==> config.mk <==
export PLATFORM = sky130hd
export DESIGN_NAME = fletcher32_string_checksum_flat
export DESIGN_NICKNAME = d
export VERILOG_FILES = /design/src/rtl/flt_pkg.sv /design/src/rtl/flt_if.sv /design/src/rtl/fletcher32_string_checksum.sv /design/src/rtl/flt_front.sv /design/src/rtl/flt_fifo.sv /design/src/rtl/flt_back.sv /design/src/flat_wrapper.sv
export SDC_FILE = /design/constraint.sdc
export NUM_CORES = 1
export LEC_CHECK = 0
export BUFFER_PORTS_ARGS = -buffer_cell sky130_fd_sc_hd__buf_2
export CAP_MARGIN = 20
export CORE_UTILIZATION = 26
export DETAILED_ROUTE_END_ITERATION = 10
export GPL_TIMING_DRIVEN = 0
export PLACE_DENSITY = 0.43
export SYNTH_ARGS = -nofsm -noshare
export SYNTH_HDL_FRONTEND = slang
export SYNTH_HIERARCHICAL = 1
export SYNTH_SLANG_ARGS = --single-unit
export TNS_END_PERCENT = 100
==> constraint.sdc <==
create_clock -name clk -period 11.1 [get_ports clk]
set_input_delay 0 -clock clk [delete_from_list [all_inputs] [get_ports clk]]
set_output_delay 0 -clock clk [all_outputs]
set_load 0.01 [all_outputs]
==> src/rtl/flt_pkg.sv <==
package flt_pkg;

  localparam int BLOCK_WORDS = 360;
  localparam int CNT_W       = $clog2(BLOCK_WORDS + 1);
  localparam int FIFO_DEPTH  = 4;
  localparam int FIFO_IDX_W  = $clog2(FIFO_DEPTH);
  localparam int FIFO_CNT_W  = $clog2(FIFO_DEPTH + 1);

  localparam logic [31:0] SUM_INIT = 32'h0000_FFFF;
  localparam logic [7:0]  PAD_BYTE = 8'h25;

  typedef struct packed {
    logic        word_valid;
    logic [15:0] word;
    logic        last;
  } cmd_t;

  typedef struct packed {
    logic full;
    logic empty;
  } fifo_status_t;

  function automatic logic [31:0] fold16(input logic [31:0] x);
    logic [16:0] s;
    s = {1'b0, x[15:0]} + {1'b0, x[31:16]};
    return {15'd0, s};
  endfunction

endpackage

==> src/rtl/flt_if.sv <==
interface flt_in_if (input logic clk);
  logic       valid;
  logic       ready;
  logic [7:0] data_byte;
  logic       has_byte;
  logic       last;

  modport source (output valid, output data_byte, output has_byte, output last, input ready);
  modport sink   (input valid, input data_byte, input has_byte, input last, output ready);
endinterface

interface flt_out_if (input logic clk);
  logic        valid;
  logic        ready;
  logic [31:0] checksum;

  modport source (output valid, output checksum, input ready);
  modport sink   (input valid, input checksum, output ready);
endinterface

==> src/rtl/fletcher32_string_checksum.sv <==
// Fletcher-32 checksum of a byte string, one byte per beat, one beat per cycle while the
// queue has room. Bytes pair into little-endian words; a beat with last set closes the
// string (an odd byte is padded with 0x25 as the high half) and yields one 32-bit
// checksum with sum2 in the upper half. A beat with neither a byte nor last is ignored.
// The front end pairs bytes and feeds a 4-entry command queue; the accumulator retires
// one word per cycle unless a closing command is stalled; its add-and-block-fold loop
// sets that rate. A checksum passes the finishing and output registers as input flows on.
module fletcher32_string_checksum (
  input logic       clk,
  input logic       rst,
  flt_in_if.sink    in_ch,
  flt_out_if.source out_ch
);

  flt_pkg::cmd_t         push_cmd;
  flt_pkg::cmd_t         pop_cmd;
  flt_pkg::fifo_status_t q_status;
  logic                  push;
  logic                  pop;

  flt_front u_front (
    .clk       (clk),
    .rst       (rst),
    .in_valid  (in_ch.valid),
    .in_ready  (in_ch.ready),
    .data_byte (in_ch.data_byte),
    .has_byte  (in_ch.has_byte),
    .last      (in_ch.last),
    .q_status  (q_status),
    .push      (push),
    .push_cmd  (push_cmd)
  );

  flt_fifo u_fifo (
    .clk      (clk),
    .rst      (rst),
    .push     (push),
    .push_cmd (push_cmd),
    .pop      (pop),
    .pop_cmd  (pop_cmd),
    .status   (q_status)
  );

  flt_back u_back (
    .clk       (clk),
    .rst       (rst),
    .q_status  (q_status),
    .cmd       (pop_cmd),
    .pop       (pop),
    .out_valid (out_ch.valid),
    .out_ready (out_ch.ready),
    .checksum  (out_ch.checksum)
  );

endmodule

==> src/rtl/flt_front.sv <==
module flt_front (
  input  logic                  clk,
  input  logic                  rst,
  input  logic                  in_valid,
  output logic                  in_ready,
  input  logic [7:0]            data_byte,
  input  logic                  has_byte,
  input  logic                  last,
  input  flt_pkg::fifo_status_t q_status,
  output logic                  push,
  output flt_pkg::cmd_t         push_cmd
);

  logic       pending_valid;
  logic [7:0] pending_byte;
  logic       pending_valid_next;
  logic [7:0] pending_byte_next;
  logic       beat;

  assign in_ready = !q_status.full;
  assign beat     = in_valid && in_ready;

  always_comb begin
    push               = 1'b0;
    push_cmd           = '0;
    pending_valid_next = pending_valid;
    pending_byte_next  = pending_byte;
    if (beat) begin
      push_cmd.last = last;
      if (has_byte && pending_valid) begin
        push                = 1'b1;
        push_cmd.word_valid = 1'b1;
        push_cmd.word       = {data_byte, pending_byte};
        pending_valid_next  = 1'b0;
      end else if (has_byte) begin
        if (last) begin
          push                = 1'b1;
          push_cmd.word_valid = 1'b1;
          push_cmd.word       = {flt_pkg::PAD_BYTE, data_byte};
        end else begin
          pending_valid_next = 1'b1;
          pending_byte_next  = data_byte;
        end
      end else if (last) begin
        push                = 1'b1;
        push_cmd.word_valid = pending_valid;
        push_cmd.word       = {flt_pkg::PAD_BYTE, pending_byte};
        pending_valid_next  = 1'b0;
      end
    end
  end

  always_ff @(posedge clk) begin
    if (rst) begin
      pending_valid <= 1'b0;
    end else begin
      pending_valid <= pending_valid_next;
    end
    pending_byte <= pending_byte_next;
  end

endmodule

==> src/rtl/flt_fifo.sv <==
module flt_fifo (
  input  logic                  clk,
  input  logic                  rst,
  input  logic                  push,
  input  flt_pkg::cmd_t         push_cmd,
  input  logic                  pop,
  output flt_pkg::cmd_t         pop_cmd,
  output flt_pkg::fifo_status_t status
);

  localparam int DEPTH = flt_pkg::FIFO_DEPTH;
  localparam int IW    = flt_pkg::FIFO_IDX_W;
  localparam int CW    = flt_pkg::FIFO_CNT_W;

  flt_pkg::cmd_t  mem [DEPTH];
  logic [IW-1:0]  wr_ptr;
  logic [IW-1:0]  rd_ptr;
  logic [CW-1:0]  count;
  logic           do_push;
  logic           do_pop;

  assign status.full  = (count == CW'(DEPTH));
  assign status.empty = (count == '0);
  assign do_push      = push && !status.full;
  assign do_pop       = pop && !status.empty;
  assign pop_cmd      = mem[rd_ptr];

  always_ff @(posedge clk) begin
    if (rst) begin
      wr_ptr <= '0;
      rd_ptr <= '0;
      count  <= '0;
    end else begin
      if (do_push) begin
        wr_ptr <= (wr_ptr == IW'(DEPTH - 1)) ? '0 : wr_ptr + 1'b1;
      end
      if (do_pop) begin
        rd_ptr <= (rd_ptr == IW'(DEPTH - 1)) ? '0 : rd_ptr + 1'b1;
      end
      case ({do_push, do_pop})
        2'b10:   count <= count + 1'b1;
        2'b01:   count <= count - 1'b1;
        default: count <= count;
      endcase
    end
  end

  always_ff @(posedge clk) begin
    if (do_push) begin
      mem[wr_ptr] <= push_cmd;
    end
  end

endmodule

==> src/rtl/flt_back.sv <==
module flt_back (
  input  logic                  clk,
  input  logic                  rst,
  input  flt_pkg::fifo_status_t q_status,
  input  flt_pkg::cmd_t         cmd,
  output logic                  pop,
  output logic                  out_valid,
  input  logic                  out_ready,
  output logic [31:0]           checksum
);

  localparam int CW = flt_pkg::CNT_W;

  logic [31:0]   sum_low;
  logic [31:0]   sum_high;
  logic [CW-1:0] block_count;
  logic [31:0]   sum_low_next;
  logic [31:0]   sum_high_next;
  logic [CW-1:0] block_count_next;
  logic [CW-1:0] cnt_inc;
  logic [31:0]   add_low;
  logic [31:0]   add_high;

  logic          fin_valid;
  logic [31:0]   fin_s1;
  logic [31:0]   fin_s2;
  logic          fin_partial;
  logic [31:0]   f1;
  logic [31:0]   f2;
  logic          out_free;
  logic          fin_ready;

  assign out_free  = !out_valid || out_ready;
  assign fin_ready = !fin_valid || out_free;
  assign pop       = !q_status.empty && (!cmd.last || fin_ready);

  assign add_low  = sum_low + {16'd0, cmd.word};
  assign add_high = sum_high + add_low;
  assign cnt_inc  = block_count + 1'b1;

  always_comb begin
    sum_low_next     = sum_low;
    sum_high_next    = sum_high;
    block_count_next = block_count;
    if (cmd.word_valid) begin
      if (cnt_inc == CW'(flt_pkg::BLOCK_WORDS)) begin
        sum_low_next     = flt_pkg::fold16(add_low);
        sum_high_next    = flt_pkg::fold16(add_high);
        block_count_next = '0;
      end else begin
        sum_low_next     = add_low;
        sum_high_next    = add_high;
        block_count_next = cnt_inc;
      end
    end
  end

  always_ff @(posedge clk) begin
    if (rst) begin
      sum_low     <= flt_pkg::SUM_INIT;
      sum_high    <= flt_pkg::SUM_INIT;
      block_count <= '0;
    end else if (pop) begin
      if (cmd.last) begin
        sum_low     <= flt_pkg::SUM_INIT;
        sum_high    <= flt_pkg::SUM_INIT;
        block_count <= '0;
      end else begin
        sum_low     <= sum_low_next;
        sum_high    <= sum_high_next;
        block_count <= block_count_next;
      end
    end
  end

  // finishing stage: captured sums, then one or two folds into the output beat
  always_ff @(posedge clk) begin
    if (rst) begin
      fin_valid <= 1'b0;
    end else if (pop && cmd.last) begin
      fin_valid <= 1'b1;
    end else if (out_free) begin
      fin_valid <= 1'b0;
    end
    if (pop && cmd.last) begin
      fin_s1      <= sum_low_next;
      fin_s2      <= sum_high_next;
      fin_partial <= (block_count_next != '0);
    end
  end

  assign f1 = fin_partial ? flt_pkg::fold16(flt_pkg::fold16(fin_s1)) : flt_pkg::fold16(fin_s1);
  assign f2 = fin_partial ? flt_pkg::fold16(flt_pkg::fold16(fin_s2)) : flt_pkg::fold16(fin_s2);

  always_ff @(posedge clk) begin
    if (rst) begin
      out_valid <= 1'b0;
    end else if (out_free) begin
      out_valid <= fin_valid;
    end
    if (out_free && fin_valid) begin
      checksum <= {f2[15:0], f1[15:0]};
    end
  end

endmodule

==> src/flat_wrapper.sv <==
// flat-port wrapper written by rule: the top's interface ports become plain ports
module fletcher32_string_checksum_flat 
  (clk, rst, in_ch_valid, in_ch_data_byte, in_ch_has_byte, in_ch_last, in_ch_ready, out_ch_valid, out_ch_checksum, out_ch_ready);
  flt_in_if in_ch_i (.clk(clk));
  flt_out_if out_ch_i (.clk(clk));
  input logic clk;
  input logic rst;
  input wire logic [$bits(in_ch_i.valid)-1:0] in_ch_valid;
  input wire logic [$bits(in_ch_i.data_byte)-1:0] in_ch_data_byte;
  input wire logic [$bits(in_ch_i.has_byte)-1:0] in_ch_has_byte;
  input wire logic [$bits(in_ch_i.last)-1:0] in_ch_last;
  output wire logic [$bits(in_ch_i.ready)-1:0] in_ch_ready;
  output wire logic [$bits(out_ch_i.valid)-1:0] out_ch_valid;
  output wire logic [$bits(out_ch_i.checksum)-1:0] out_ch_checksum;
  input wire logic [$bits(out_ch_i.ready)-1:0] out_ch_ready;
  assign in_ch_i.valid = in_ch_valid;
  assign in_ch_i.data_byte = in_ch_data_byte;
  assign in_ch_i.has_byte = in_ch_has_byte;
  assign in_ch_i.last = in_ch_last;
  assign in_ch_ready = in_ch_i.ready;
  assign out_ch_valid = out_ch_i.valid;
  assign out_ch_checksum = out_ch_i.checksum;
  assign out_ch_i.ready = out_ch_ready;
  fletcher32_string_checksum u_core (.clk(clk), .rst(rst), .in_ch(in_ch_i), .out_ch(out_ch_i));
endmodule
-- Word level (Yosys, flattened, before mapping)
Memory sizes are Yosys's and may differ from the RTL's. A register that Yosys moved wholly into a read port is not among the register bits.
Index checks and enable logic that the tools add are counted.
- bits in latches: 0
- input port bits: 14
- register bits after elaboration: 188
- word-level logic and storage cells: 91
- output and inout bits: 34
- memories: 1
- memory bits (writable): 72
- bits in read-only memories: 0
- $lt $le $gt $ge: 0
- multipliers: 0
- bitwise logic cells: 2
- shift operators: 0
- equal/unequal tests: 7
- muxes and demuxes: 32
- $add $sub $neg: 13
- div/mod/pow operators: 0
- reductions and logical operators: 22
- memories (name ; words ; width ; read ports ; clocked after Yosys merged registers in ; wr ports ; line ; text):
    u_core.u_fifo.mem ; 4 ; 18 ; 1 ; 1 ; 1 ; flt_fifo.sv:15 ; flt_pkg::cmd_t mem [DEPTH];
- operators by type and width (cell ; count):
    2-to-1 mux 32 bit ; 6
    adder 16 x 16 -> 17 bit ; 4
    2-to-1 mux 17 bit ; 4
    adder 16 x 1 -> 16 bit ; 2
    adder 32 x 16 -> 32 bit ; 1
    adder 32 bit ; 1
    2-to-1 mux 16 bit ; 2
    2-to-1 mux 9 bit ; 3
    2-to-1 mux 18 bit ; 1
    2-to-1 mux 1 bit ; 11
    adder 9 x 1 -> 9 bit (second input constant) ; 1
    == test 9 bit (second input constant) ; 1
    nonzero test 9 bit ; 1
    2-to-1 mux 2 bit ; 4
    logical AND 1 bit ; 7
    == test 2 bit (second input constant) ; 3
    one-hot mux 3 bit (2 select lines) ; 1
    logical NOT 1 bit ; 5
    adder 2 x 1 -> 2 bit (second input constant) ; 2
    AND reduction 4 bit ; 1
    nonzero test 2 bit ; 2
    adder 3 x 1 -> 3 bit (second input constant) ; 1
    == test 3 bit (second input constant) ; 1
    logical NOT 3 bit ; 1
    7 further kinds ; 10

-- Depth between registers and ports, before layout
- depth after elaboration: 8
- gate-level depth with buffers: 32
- gate-level depth less buffers: 29

-- Hierarchy
Netlist, hierarchy kept.
- by module, submodules not included (module ; sequential area each (µm²) ; instances ; area each (µm²) ; cells each):
    flt_back ; 4414.2 ; 1 ; 13015.0 ; 1485
    flt_fifo ; 2342.2 ; 1 ; 3093.0 ; 148
    flt_front ; 260.2 ; 1 ; 553.0 ; 49

-- Least setup slack after synthesis
Ideal clock, no wire load.
- kind: reg2reg
- start point: register with a tool-made name
- end point: register u_core.u_back.fin_s2[16], data pin
- path buffers: 4
- clock period less this slack: 6967 ps
- path slack: 4133 ps
- data arrival time: 6708 ps
- data required time: 10840 ps
- cell stages (with the launch flop): 32
- cell sequence: dfxtp_1 > buf_2 > buf_6 > mux4_2 > ha_1 > buf_2 > and3_1 > nand3_1 > nor3_1 > a311oi_1 > a211oi_1 > xor2_1 > ha_1 > a21o_1 > a21oi_1 > nor2b_1 > o41ai_1 > a21oi_1 > or2_1 > clkbuf_1 > a21oi_1 > xnor2_1 > ha_1 > a21o_1 > a21o_1 > a21oi_1 > nor4bb_1 > o31ai_1 > a21o_1 > a211o_1 > o21a_1 > mux2_2
- RTL lines (item ; line ; text):
    end signal, assigned ; flt_back.sv:87 ; fin_s2 <= sum_high_next;
    end, declared ; flt_back.sv:26 ; logic [31:0] fin_s2;

==> PnR_summary.wiki <==
{| class="wikitable"
! Metric !! Value
|-
| Post-route cell area || 19300 um^2
|-
| Mean instance size in the synthesized netlist || 9.91 um^2
|-
| Number of global-route vias before repair || 12700
|-
| Number of placement rows || 92
|-
| Count of boundary I/O pins || 48
|-
| Total number of yosys warnings || 6
|-
| Combinational fraction of design power || 0.624
|-
| TritonRoute pass-1 iters || 5
|-
| Post-CTS resize count || 0
|-
| Routed met3 length || 2470 um
|-
| Worst Hold Depth || 2
|-
| Crit path launch type || flip-flop
|-
| Placer Congestion || 0.931
|-
| Clock share of power || 0.171
|-
| Clock Pin Slew Worst Setup and Hold Paths || 0.06 ns
|-
| # setup viols final || 0
|-
| Most used cell along the critical path || sky130_fd_sc_hd__a21oi_1
|-
| Cell Int Power || 3.72 mW
|-
| Post-synth design cell area || 16700 um^2
|-
| Layout area overhead || 15.9%
|-
| Number of vias after detailed routing || 13100
|-
| Post-route minimum period || 8.87 ns
|-
| Synthesized net count || 1828
|-
| Transition at the pin with the smallest max-transition slack || 1.11 ns
|-
| Fraction of synthesis flops using an asynchronous set or reset pin || 0
|-
| Cells taking the most area after synthesis || sky130_fd_sc_hd__edfxtp_1 (32%), sky130_fd_sc_hd__dfxtp_1 (10%), sky130_fd_sc_hd__ha_1 (9.4%)
|-
| Count of hold-fix buffers inserted at cts || 13
|-
| Post-CTS setup buffers || 0
|-
| TritonCTS clock tree || built
|-
| Cell type of the slowest stage on the worst timing path || sky130_fd_sc_hd__xnor2_1
|-
| Global-route wire length before repair || 77200 um
|-
| Library cell with the largest summed area after synthesis || sky130_fd_sc_hd__edfxtp_1
|-
| Setup slack, reg-to-reg || 2.23 ns
|-
| Library cells used by synthesis || 97
|-
| Max-cap check violation count || 0
|-
| Delay of the slowest cell on the worst path || 0.61 ns
|-
| Number of antenna violations at the first check in global routing || 3
|-
| Final count of hold timing violations || 0
|-
| Worst-Skew Late Latency || 0.55 ns
|-
| Nets@finish || 1924
|-
| Die Y-Extent || 255 um
|-
| Full die area || 65100 um^2
|-
| Number of buffers created by CTS || 34
|-
| Deepest clock path buffer count || 3
|-
| Fmax || 113 MHz
|-
| Synth top area share || 0.319
|-
| Required arrival time at the worst endpoint || 11.38 ns
|-
| Top Layer Used || met4
|-
| Mapped Cells || 1682
|-
| Hold endpoint || u_core/u_front/pending_byte[1]
|-
| Critical Path AT || 9.15 ns
|-
| H-tree depth || 2
|-
| Drt via density || 4.94
|-
| Pin count of the biggest net entering global routing || 56
|-
| Fraction of final layout cells with drive strength greater than 1 || 0.111
|-
| End of the worst register-to-register path || u_core/u_back/fin_s2[16]
|-
| Per-cell routed wire length || 19.4 um
|-
| Sinks on Clock Net || 262
|-
| Crit share post-route || 0.800
|-
| GRT overflow || 0
|-
| Switching part of the total power || 0.464
|-
| Worst-case reg-to-reg path depth || 32
|-
| Met1 layer wirelength in the final routing || 23900 um
|-
| Wirelength, routed || 51400 um
|-
| DIE WIDTH || 255 um
|-
| Part of the Yosys area used for sequential elements || 0.421
|-
| Critical path capture point type || flip-flop
|-
| Total routing resource utilization after global routing || 0.159
|-
| Cell area after placement || 18000 um^2
|-
| Status || finished, final reports clean
|-
| Total Negative Setup Slacks || 0 ns
|-
| Power, Total || 6.94 mW
|-
| Critical Setup Path Class || flip-flop to flip-flop
|-
| Power per unit of standard cell area || 360 nW/um^2
|-
| First-iteration detailed-routing DRC count || 798
|-
| Ys flop type || sky130_fd_sc_hd__edfxtp_1
|-
| Hpwl dp || 39400 um
|-
| Most numerous cell types in the synthesized netlist || sky130_fd_sc_hd__edfxtp_1 (177), sky130_fd_sc_hd__nand2_1 (162), sky130_fd_sc_hd__nor2_1 (161)
|-
| Root Buffer Master || sky130_fd_sc_hd__clkbuf_16
|-
| WL met2 || 23400 um
|-
| Power share of the sequential group || 0.205
|-
| Clock tree skew after final layout || 0.0308 ns
|-
| Final Max Slew Viols || 0
|-
| Tightest Hold Check Type || input pin to flip-flop
|-
| Port Buffer Count || 46
|-
| Hold slack final || 0.202 ns
|-
| Unrepaired setup endpoints after global routing || no
|-
| Max rail drop VDD || 0.141 mV
|-
| Total leakage power || 7.51 nW
|-
| CP Max Fanout || 10
|-
| Number of design rule violations left after detail routing || 0
|-
| Starting utilization of the core area || 0.264
|-
| Top-count cell post-synth || sky130_fd_sc_hd__edfxtp_1
|-
| Min-delay src || in_ch_data_byte[1]
|-
| EDFF count, synth || 177
|-
| Core area || 63200 um^2
|-
| Post-DRT Antenna Nets || 0
|-
| FF+latch count, synth || 262
|-
| Switching Power || 3.22 mW
|-
| Normalized max-slew margin || 0.257
|}
cell type report:
class	instances	area [um^2]
antenna	1	2.50
buffer	64	297
clock buffer	38	897
clock inverter	23	295
fill	6458	43900
inverter	46	173
multi-input combinational	1310	9190
sequential	262	7020
tap	846	1060
timing repair buffer	60	388
cells in the final DEF (no fill, tap or decap), types with 46 or more instances in the layout:
cell type                  count
sky130_fd_sc_hd__a21o_1       59
sky130_fd_sc_hd__a21oi_1     143
sky130_fd_sc_hd__buf_2        66
sky130_fd_sc_hd__dfxtp_1      85
sky130_fd_sc_hd__edfxtp_1    177
sky130_fd_sc_hd__ha_1        125
sky130_fd_sc_hd__inv_1        46
sky130_fd_sc_hd__nand2_1     162
sky130_fd_sc_hd__nor2_1      161
sky130_fd_sc_hd__o21ai_0      89
sky130_fd_sc_hd__xnor2_1      82
sky130_fd_sc_hd__xor2_1       50
through the flow:
stage | setup WS [ns] | std cells | util
after detailed placement | 2.08 | 2575 | 0.285
after floorplan | 4.13 | 1682 | -
after CTS | 2.04 | 2649 | 0.306
after global placement | 2.12 | 2574 | 0.284
after global routing | 1.57 | 2649 | 0.306
final | 2.23 | 2650 | 0.306
kinds of logic after synthesis:
kind of cell	synth area share
xor gates and xnor gates	0.0731
muxes	0.0327
and+or+nand+nor	0.147
adders and majority gates	0.102
DFF	0.421
buffers and inverters	0.0282
AOI/OAI and AO/OA	0.196
worst max-delay path: cells and delay by family (launching register included):
kind	cells	cell delay (ns)
buffers and inverters	4	1.34
AND/OR/NAND/NOR	7	1.62
AO/OA/AOI/OAI	14	2.76
flip-flops	1	0.31
multiplexers	2	0.65
adder cells (fa/ha/maj)	3	0.96
XOR/XNOR	2	0.96
metal layers:
metal / global-route usage / vias to the layer above
met4: 0.0575 / 0
met2: 0.263 / 339
met1: 0.211 / 6239
met5: 0 / -
li1: - / 6443
met3: 0.0226 / 70
worst max-delay path by stage:
stage                     startpoint                        to  slack, ns  cells after the start
final                      flip-flop  u_core/u_back/fin_s2[16]       2.23                     32
after global routing       flip-flop  u_core/u_back/fin_s2[16]       1.57                     32
after CTS                  flip-flop  u_core/u_back/fin_s2[16]       2.04                     32
after detailed placement   flip-flop  u_core/u_back/fin_s2[16]       2.08                     32
after global placement     flip-flop  u_core/u_back/fin_s2[16]       2.12                     32
after floorplan            flip-flop  u_core/u_back/fin_s2[16]       4.13                     31
sequential cells by signal, summed over array words and instances (netlist names), 3 cells and up, named ones only:
signal	flops
u_core/u_back/block_count	9
u_core/u_back/checksum	32
u_core/u_back/fin_s1	32
u_core/u_back/fin_s2	32
u_core/u_back/sum_high	32
u_core/u_back/sum_low	32
u_core/u_fifo/count	3
u_core/u_fifo/mem	72
u_core/u_front/pending_byte	8
power groups by stage:
stage	sequential, mW	combinational, mW	clock, mW
floorplan	1.43	3.13	0
global placement	1.46	4.27	0
detailed placement	1.45	4.28	0
CTS	1.43	4.32	1.23
global route	1.45	4.78	1.26
finish	1.42	4.33	1.19
(Power assumes the default switching activity.)
